File: config.mk
export PLATFORM = sky130hd
export DESIGN_NAME = line_point_generator
export DESIGN_NICKNAME = d
export VERILOG_FILES = /design/src/rtl/core/lpg_pkg.sv /design/src/rtl/core/lpg_regs.sv /design/src/rtl/core/lpg_ctrl.sv /design/src/rtl/core/lpg_dp.sv /design/src/rtl/core/line_point_generator.sv
export VERILOG_INCLUDE_DIRS = /design/src /design/src/rtl/core
export SDC_FILE = /design/constraint.sdc
export NUM_CORES = 1
export LEC_CHECK = 0
export ABC_AREA = 1
export BUFFER_PORTS_ARGS = -buffer_cell sky130_fd_sc_hd__buf_4
export CAP_MARGIN = 0
export CORE_ASPECT_RATIO = 1.75
export CORE_MARGIN = 2
export CORE_UTILIZATION = 60
export DETAILED_ROUTE_END_ITERATION = 8
export GPL_TIMING_DRIVEN = 0
export PLACE_DENSITY = 0.92
export REMOVE_ABC_BUFFERS = 1
export SYNTH_ARGS = -nofsm -noshare
export SYNTH_HDL_FRONTEND = slang
export SYNTH_SLANG_ARGS = --single-unit
File: constraint.sdc
create_clock -name clk -period 8.6 [get_ports clk]
set_clock_uncertainty 0.2 [all_clocks]
set_input_delay 0.86 -clock clk [delete_from_list [all_inputs] [get_ports clk]]
set_output_delay 0.86 -clock clk [all_outputs]
set_load 0.1 [all_outputs]
File: src/rtl/core/line_point_generator_defines.svh
// Assertion macros shared by the line point generator RTL.
`ifndef LINE_POINT_GENERATOR_DEFINES_SVH
`define LINE_POINT_GENERATOR_DEFINES_SVH
`ifndef NO_ASSERTIONS
`define LPG_ASSERT_IMPL(label, clk, rst, ante, cons, msg) \
  label: assert property (@(posedge clk) disable iff (rst) (ante) |-> (cons)) else $error(msg);
`define LPG_ASSERT_NEXT(label, clk, rst, ante, cons, msg) \
  label: assert property (@(posedge clk) disable iff (rst) (ante) |=> (cons)) else $error(msg);
`else
`define LPG_ASSERT_IMPL(label, clk, rst, ante, cons, msg)
`define LPG_ASSERT_NEXT(label, clk, rst, ante, cons, msg)
`endif
`endif

File: src/rtl/core/lpg_pkg.sv
// Shared types and constants for the line point generator.
`default_nettype none
package lpg_pkg;

  localparam int COORD_W   = 6;
  localparam int COORD_MAX = 64;
  localparam int SIZE_W    = 7;
  localparam int PEN_W     = 8;
  localparam int ADDR_W    = 4;
  localparam int DATA_W    = 32;

  localparam logic [1:0] REG_CANVAS_WIDTH  = 2'd0;
  localparam logic [1:0] REG_CANVAS_HEIGHT = 2'd1;
  localparam logic [1:0] REG_PEN_CODE      = 2'd2;

  localparam logic [SIZE_W-1:0] CANVAS_WIDTH_RST  = 7'd64;
  localparam logic [SIZE_W-1:0] CANVAS_HEIGHT_RST = 7'd64;
  localparam logic [PEN_W-1:0]  PEN_CODE_RST      = 8'd42;

  typedef struct packed {
    logic [SIZE_W-1:0] canvas_width;
    logic [SIZE_W-1:0] canvas_height;
    logic [PEN_W-1:0]  pen_code;
  } cfg_t;

  // controller -> datapath
  typedef struct packed {
    logic load;
    logic step;
  } cmd_t;

  // datapath -> controller
  typedef struct packed {
    logic last;
  } status_t;

endpackage
`default_nettype wire

File: src/rtl/core/lpg_regs.sv
// APB configuration registers: canvas size and pen code.
`default_nettype none
module lpg_regs (
  input  logic                       clk,
  input  logic                       rst,
  input  logic                       psel,
  input  logic                       penable,
  input  logic                       pwrite,
  input  logic [lpg_pkg::ADDR_W-1:0] paddr,
  input  logic [lpg_pkg::DATA_W-1:0] pwdata,
  output logic [lpg_pkg::DATA_W-1:0] prdata,
  output logic                       pready,
  output lpg_pkg::cfg_t              cfg
);
  import lpg_pkg::*;

  logic [1:0] reg_index;
  logic       wr_en;

  assign pready    = 1'b1;
  assign reg_index = paddr[ADDR_W-1:2];
  assign wr_en     = psel && penable && pwrite;

  always_ff @(posedge clk) begin
    if (rst) begin
      cfg.canvas_width  <= CANVAS_WIDTH_RST;
      cfg.canvas_height <= CANVAS_HEIGHT_RST;
      cfg.pen_code      <= PEN_CODE_RST;
    end else if (wr_en) begin
      case (reg_index)
        REG_CANVAS_WIDTH:  cfg.canvas_width  <= pwdata[SIZE_W-1:0];
        REG_CANVAS_HEIGHT: cfg.canvas_height <= pwdata[SIZE_W-1:0];
        REG_PEN_CODE:      cfg.pen_code      <= pwdata[PEN_W-1:0];
        default: ;
      endcase
    end
  end

  always_comb begin
    case (reg_index)
      REG_CANVAS_WIDTH:  prdata = {{(DATA_W-SIZE_W){1'b0}}, cfg.canvas_width};
      REG_CANVAS_HEIGHT: prdata = {{(DATA_W-SIZE_W){1'b0}}, cfg.canvas_height};
      REG_PEN_CODE:      prdata = {{(DATA_W-PEN_W){1'b0}}, cfg.pen_code};
      default:           prdata = '0;
    endcase
  end

endmodule
`default_nettype wire

File: src/rtl/core/lpg_ctrl.sv
// Segment controller: loads a request, then paces point delivery.
`default_nettype none
`include "line_point_generator_defines.svh"
module lpg_ctrl (
  input  logic               clk,
  input  logic               rst,
  input  logic               in_valid,
  output logic               in_ready,
  output logic               out_valid,
  input  logic               out_ready,
  input  lpg_pkg::status_t   status,
  output lpg_pkg::cmd_t      cmd
);
  import lpg_pkg::*;

  typedef enum logic [1:0] {
    ST_IDLE = 2'b01,
    ST_RUN  = 2'b10
  } state_t;

  state_t state, state_next;
  logic   out_fire;

  assign in_ready  = (state == ST_IDLE);
  assign out_valid = (state == ST_RUN);
  assign out_fire  = out_valid && out_ready;
  assign cmd.load  = in_valid && in_ready;
  assign cmd.step  = out_fire && !status.last;

  always_comb begin
    state_next = state;
    case (state)
      ST_IDLE: if (in_valid) state_next = ST_RUN;
      ST_RUN:  if (out_fire && status.last) state_next = ST_IDLE;
      default: state_next = ST_IDLE;
    endcase
  end

  always_ff @(posedge clk) begin
    if (rst) state <= ST_IDLE;
    else     state <= state_next;
  end

  `LPG_ASSERT_IMPL(a_no_overlap, clk, rst, out_valid, !in_ready, "busy while idle")
  `LPG_ASSERT_NEXT(a_load_run, clk, rst, cmd.load, out_valid, "no point after load")
  `LPG_ASSERT_NEXT(a_last_idle, clk, rst, out_fire && status.last, in_ready,
                   "not idle after last point")

endmodule
`default_nettype wire

File: src/rtl/core/lpg_dp.sv
// Point datapath: endpoint clamping, span setup and the DDA step.
`default_nettype none
`include "line_point_generator_defines.svh"
module lpg_dp #(
  parameter int COORD_MAX = lpg_pkg::COORD_MAX
) (
  input  logic                        clk,
  input  logic                        rst,
  input  lpg_pkg::cmd_t               cmd,
  output lpg_pkg::status_t            status,
  input  lpg_pkg::cfg_t               cfg,
  input  logic [lpg_pkg::COORD_W-1:0] start_x,
  input  logic [lpg_pkg::COORD_W-1:0] start_y,
  input  logic [lpg_pkg::COORD_W-1:0] end_x,
  input  logic [lpg_pkg::COORD_W-1:0] end_y,
  output logic [lpg_pkg::COORD_W-1:0] point_x,
  output logic [lpg_pkg::COORD_W-1:0] point_y,
  output logic                        inside_res,
  output logic [lpg_pkg::PEN_W-1:0]   pen_out
);
  import lpg_pkg::*;

  localparam logic [COORD_W-1:0] CoordLimit = COORD_W'(COORD_MAX - 1);

  function automatic logic [COORD_W-1:0] clamp(input logic [COORD_W-1:0] v);
    clamp = (v > CoordLimit) ? CoordLimit : v;
  endfunction

  logic [COORD_W-1:0] x0, y0, x1, y1;
  logic               sx_in, sy_in;
  logic [COORD_W-1:0] ax_in, ay_in, n_in;

  // per-segment registers
  logic               sx, sy;
  logic [COORD_W-1:0] ax, ay, n;
  logic [COORD_W-1:0] rx, ry, idx;

  logic [COORD_W:0]   sum_x, sum_y;
  logic               carry_x, carry_y;

  always_comb begin
    x0    = clamp(start_x);
    y0    = clamp(start_y);
    x1    = clamp(end_x);
    y1    = clamp(end_y);
    sx_in = (x1 < x0);
    sy_in = (y1 < y0);
    ax_in = sx_in ? (x0 - x1) : (x1 - x0);
    ay_in = sy_in ? (y0 - y1) : (y1 - y0);
    n_in  = (ax_in > ay_in) ? ax_in : ay_in;
  end

  // remainder stays below n and the span is at most n, so one subtract suffices
  assign sum_x   = {1'b0, rx} + {1'b0, ax};
  assign sum_y   = {1'b0, ry} + {1'b0, ay};
  assign carry_x = (sum_x >= {1'b0, n});
  assign carry_y = (sum_y >= {1'b0, n});

  always_ff @(posedge clk) begin
    if (cmd.load) begin
      sx      <= sx_in;
      sy      <= sy_in;
      ax      <= ax_in;
      ay      <= ay_in;
      n       <= n_in;
      rx      <= '0;
      ry      <= '0;
      idx     <= '0;
      point_x <= x0;
      point_y <= y0;
    end else if (cmd.step) begin
      idx <= idx + 1'b1;
      if (carry_x) begin
        rx      <= COORD_W'(sum_x - {1'b0, n});
        point_x <= sx ? (point_x - 1'b1) : (point_x + 1'b1);
      end else begin
        rx <= sum_x[COORD_W-1:0];
      end
      if (carry_y) begin
        ry      <= COORD_W'(sum_y - {1'b0, n});
        point_y <= sy ? (point_y - 1'b1) : (point_y + 1'b1);
      end else begin
        ry <= sum_y[COORD_W-1:0];
      end
    end
  end

  assign status.last = (idx == n);
  assign inside_res  = ({1'b0, point_x} < cfg.canvas_width) &&
                       ({1'b0, point_y} < cfg.canvas_height);
  assign pen_out     = cfg.pen_code;

  `LPG_ASSERT_NEXT(a_idx_step, clk, rst, cmd.step, idx == $past(idx) + 1'b1,
                   "step index did not advance")
  `LPG_ASSERT_NEXT(a_rem_bound, clk, rst, cmd.step, (rx < n) && (ry < n),
                   "remainder out of range")

endmodule
`default_nettype wire

File: src/rtl/core/line_point_generator.sv
// Top level of the line point generator.
//
//   channel   dir  handshake          payload
//   segment   in   in_valid/in_ready  start_x start_y end_x end_y
//   point     out  out_valid/out_ready point_x point_y inside_res pen_out last_point
//   config    in   APB psel/penable   canvas_width canvas_height pen_code
//
// A segment of n steps yields n+1 points (1 to 64), one per cycle while out_ready
// is high; a load precedes the first point. The points come from the single DDA
// step unit: one point per step.
// A new request is taken only after the last point of the current one is taken.
// A stalled point holds in the output registers. Reset (synchronous) returns
// to idle and restores canvas 64x64 and pen code 42.
`default_nettype none
module line_point_generator #(
  parameter int COORD_MAX = lpg_pkg::COORD_MAX
) (
  input  logic                        clk,
  input  logic                        rst,
  input  logic                        in_valid,
  output logic                        in_ready,
  input  logic [lpg_pkg::COORD_W-1:0] start_x,
  input  logic [lpg_pkg::COORD_W-1:0] start_y,
  input  logic [lpg_pkg::COORD_W-1:0] end_x,
  input  logic [lpg_pkg::COORD_W-1:0] end_y,
  output logic                        out_valid,
  input  logic                        out_ready,
  output logic [lpg_pkg::COORD_W-1:0] point_x,
  output logic [lpg_pkg::COORD_W-1:0] point_y,
  output logic                        inside_res,
  output logic [lpg_pkg::PEN_W-1:0]   pen_out,
  output logic                        last_point,
  input  logic                        psel,
  input  logic                        penable,
  input  logic                        pwrite,
  input  logic [lpg_pkg::ADDR_W-1:0]  paddr,
  input  logic [lpg_pkg::DATA_W-1:0]  pwdata,
  output logic [lpg_pkg::DATA_W-1:0]  prdata,
  output logic                        pready
);
  import lpg_pkg::*;

  cfg_t    cfg;
  cmd_t    cmd;
  status_t status;

  assign last_point = status.last;

  lpg_regs u_regs (
    .clk     (clk),
    .rst     (rst),
    .psel    (psel),
    .penable (penable),
    .pwrite  (pwrite),
    .paddr   (paddr),
    .pwdata  (pwdata),
    .prdata  (prdata),
    .pready  (pready),
    .cfg     (cfg)
  );

  lpg_ctrl u_ctrl (
    .clk       (clk),
    .rst       (rst),
    .in_valid  (in_valid),
    .in_ready  (in_ready),
    .out_valid (out_valid),
    .out_ready (out_ready),
    .status    (status),
    .cmd       (cmd)
  );

  lpg_dp #(
    .COORD_MAX (COORD_MAX)
  ) u_dp (
    .clk        (clk),
    .rst        (rst),
    .cmd        (cmd),
    .status     (status),
    .cfg        (cfg),
    .start_x    (start_x),
    .start_y    (start_y),
    .end_x      (end_x),
    .end_y      (end_y),
    .point_x    (point_x),
    .point_y    (point_y),
    .inside_res (inside_res),
    .pen_out    (pen_out)
  );

endmodule
`default_nettype wire
==> run metrics <==
WP data arrival 3.64 ns; setup violators final 0; area of placed instances roughly 7000 µm²; type of the most critical hold path reg2reg; Yosys top cell by area edfxtp_1; Vias 6050; worst skew pair latency 0.35 ns; worst slew pin tran 0.884 ns; Post-synth top cells 241 x nand2_1, 169 x inv_1, 66 x nand3_1; Max transition margin approximately 41%; Clock Sink Count 74; routed wire length per instance 14.5 µm; run status finished, final reports clean; RSZ-0062 raised after global routing no; met1 Usage GRT 27.0%; Pleak between 3 and 4 nW; MaxCap Viol Count 0; Die H 141 µm; Final Critical Period between 3 and 4 ns; crit-path max cell delay between 0.4 and 0.5 ns; CTS resizes 0; Final Wtd Congestion 0.948; max-slew violations 0; mapped cell area between 6000 and 7000 µm²; wire length of the first global-routing pass 26400 µm; total power draw 0.00156 W; Cells after Synth 927; CTS clk-pin slew, worst paths around 0.060 ns; met3 Use GR 4.58%; final worst-path cycle share 43.6%; layout cells sized above 1 12.4%; most frequent cell on the critical path inv_1; CTS H-tree depth 3; Critical Path End Type flop; number of distinct library cells after synthesis 41; Antenna Cells 0; ys async rst share 0%; Biggest register u_regs.cfg; Initial Utilization 61.2%; CTS tree built; register area 1800 µm²; Die Wd a little over 80 µm; vias per cell about 5.4; Critical-path top delay cell fa_1; PwrDens 217 nW/µm²; CP Class in2reg; Avg Inst Size Synth 6.98 µm²; Port Buf Inserts 72; Yosys reg bits 74; Fin Setup TNS 0 ns; Worst Path Max Fanout 8; TritonRoute pass-1 iters 5; maximum vdd drop 0.000142 V; most common cell in the netlist nand2_1; Area contributors post-synth edfxtp_1 15%, nand2_1 14%, dfxtp_1 13%, ha_1 12%, inv_1 9.8%; root buf cell clkbuf_16; FP Rows 50; sequential area share after synthesis between 20% and 30%; f_max 0.267 GHz; crit path buf inv count 6; DR iter-0 viols 309; grt met2 use 55.5%; WP data required between 8 and 9 ns; crit-path leading delay family simple AND/OR/NAND/NOR gates; core area approximately 11000 µm²; CTS Buf Count 9; ys flop type dfxtp_1; grt ovf 0; vias in the first global route 6155; hold_buf cts 0; Design Area, Final approximately 7200 µm²; Yosys Warn Count 0; grt peak-use layer met2; Layout Utilization ~68%; final WL between 15000 and 20000 µm; max FFs per register 22; HPWL after DPL 12600 µm; total track usage 29.3%; Critical Path Source Type primary input; Post-DRT Antenna Nets 0; post-synth top area share 14.9%; Clock Path Buffers 2; Multi-input gate area 3720 µm²; fillers approximately 800; area growth from synthesis to layout 11.4%; die footprint 11700 µm²; largest net degree at the start of global routing 46; initial antenna violation count 0; DR DRC count 0; io pins about 120; final-report hold violation count 0; WHS ~0.28 ns; Post-synth EDFFs 32; Post-CTS Setup Bufs 0; Final #Nets 1115; critical-path cell list buf_4, inv_1, or2_2, inv_1, fa_1, nand3b_1, nand2_2, nand2_1, o21ai_2, inv_1, ha_1, inv_1, nor2_1, o21ai_0, o211ai_1, nand2_1, inv_1, nand3_1, nand2_1
worst paths after layout:
check | from | endpoint | slack [ns] | cells past startpoint
min reg2reg | u_regs.cfg[7]$_SDFFE_PP0P_ | u_regs.cfg[7]$_SDFFE_PP0P_ | 0.28 | 2
max | start_y[0] | u_dp.n[4]$_DFFE_PP_ | 4.85 | 19
min | u_regs.cfg[7]$_SDFFE_PP0P_ | u_regs.cfg[7]$_SDFFE_PP0P_ | 0.28 | 2
max reg2reg | u_dp.ay[0]$_DFFE_PP_ | u_dp.point_y[4]$_DFFE_PP_ | 5.34 | 15
area by class of cell:
type                       instances  area share, %
multi-input combinational        644           51.6
timing repair buffer              72           7.50
sequential                        74           25.0
clock inverter                     7           1.30
inverter                         175           9.19
clock buffer                       9           3.13
tap                              130           2.26
worst register-to-register path: stages, from the launching register on:
cell	delay, ns
edfxtp_1	0.41
ha_1	0.25
fa_1	0.45
nand3_1	0.13
nand3b_1	0.08
nand2_1	0.07
inv_1	0.06
ha_1	0.34
nand2_1	0.08
nor2_1	0.13
nand2_1	0.09
nand3_1	0.09
nand2_1	0.08
nand3_2	0.13
nand2_1	0.07
nand2_1	0.25
cell usage in the layout (no fill, tap or decap), drive strengths merged, types with 4 or more instances in the layout:
cell	netlist	final
o21bai	5	5
or2	4	4
inv	174	175
nand4	9	9
xnor2	5	5
ha	62	62
nand3b	5	5
a21oi	61	61
nor2	52	52
nand2	249	249
fa	10	10
o221ai	6	6
o21ai	45	45
xor2	24	24
clkbuf	16	9
edfxtp	32	32
dfxtp	42	42
buf	41	72
nand3	70	70
conb	2	25
routing by layer:
| metal | vias up | share of wire, % | wire [µm] |
|---|---|---|---|
| li1 | 2974 | - | - |
| met5 | - | 0 | 0 |
| met1 | 2784 | 34 | 5450 |
| met4 | 0 | 6.5 | 1040 |
| met2 | 210 | 56 | 8950 |
| met3 | 82 | 4.1 | 667 |
cell families after synthesis:
logic type	Yosys count	synth area share, %
compound gates	126	11.0
xor+xnor	29	3.93
fa+ha+maj	72	15.1
buf+inv	232	16.0
flops	74	27.9
other cells	2	0.116
simple gates	392	26.0
through the flow:
| step | instances | worst slack [ns] |
|---|---|---|
| after floorplan | 893 | 3.07 |
| after global placement | 1095 | 4.69 |
| after detailed placement | 1095 | 4.47 |
| after CTS | 1111 | 4.89 |
| after global routing | 1111 | 4.56 |
| final | 1111 | 4.85 |
power by group:
| part | internal [W] | leakage [nW] | switching (W) |
|---|---|---|---|
| Clock | 0.000253 | 0.151 | 0.000155 |
| Sequential | 0.000414 | 0.646 | 0.0000266 |
| Combinational | 0.000219 | 3.09 | 0.000493 |
| Total | 0.000886 | 3.89 | 0.000675 |
(Power assumes the default switching activity.)
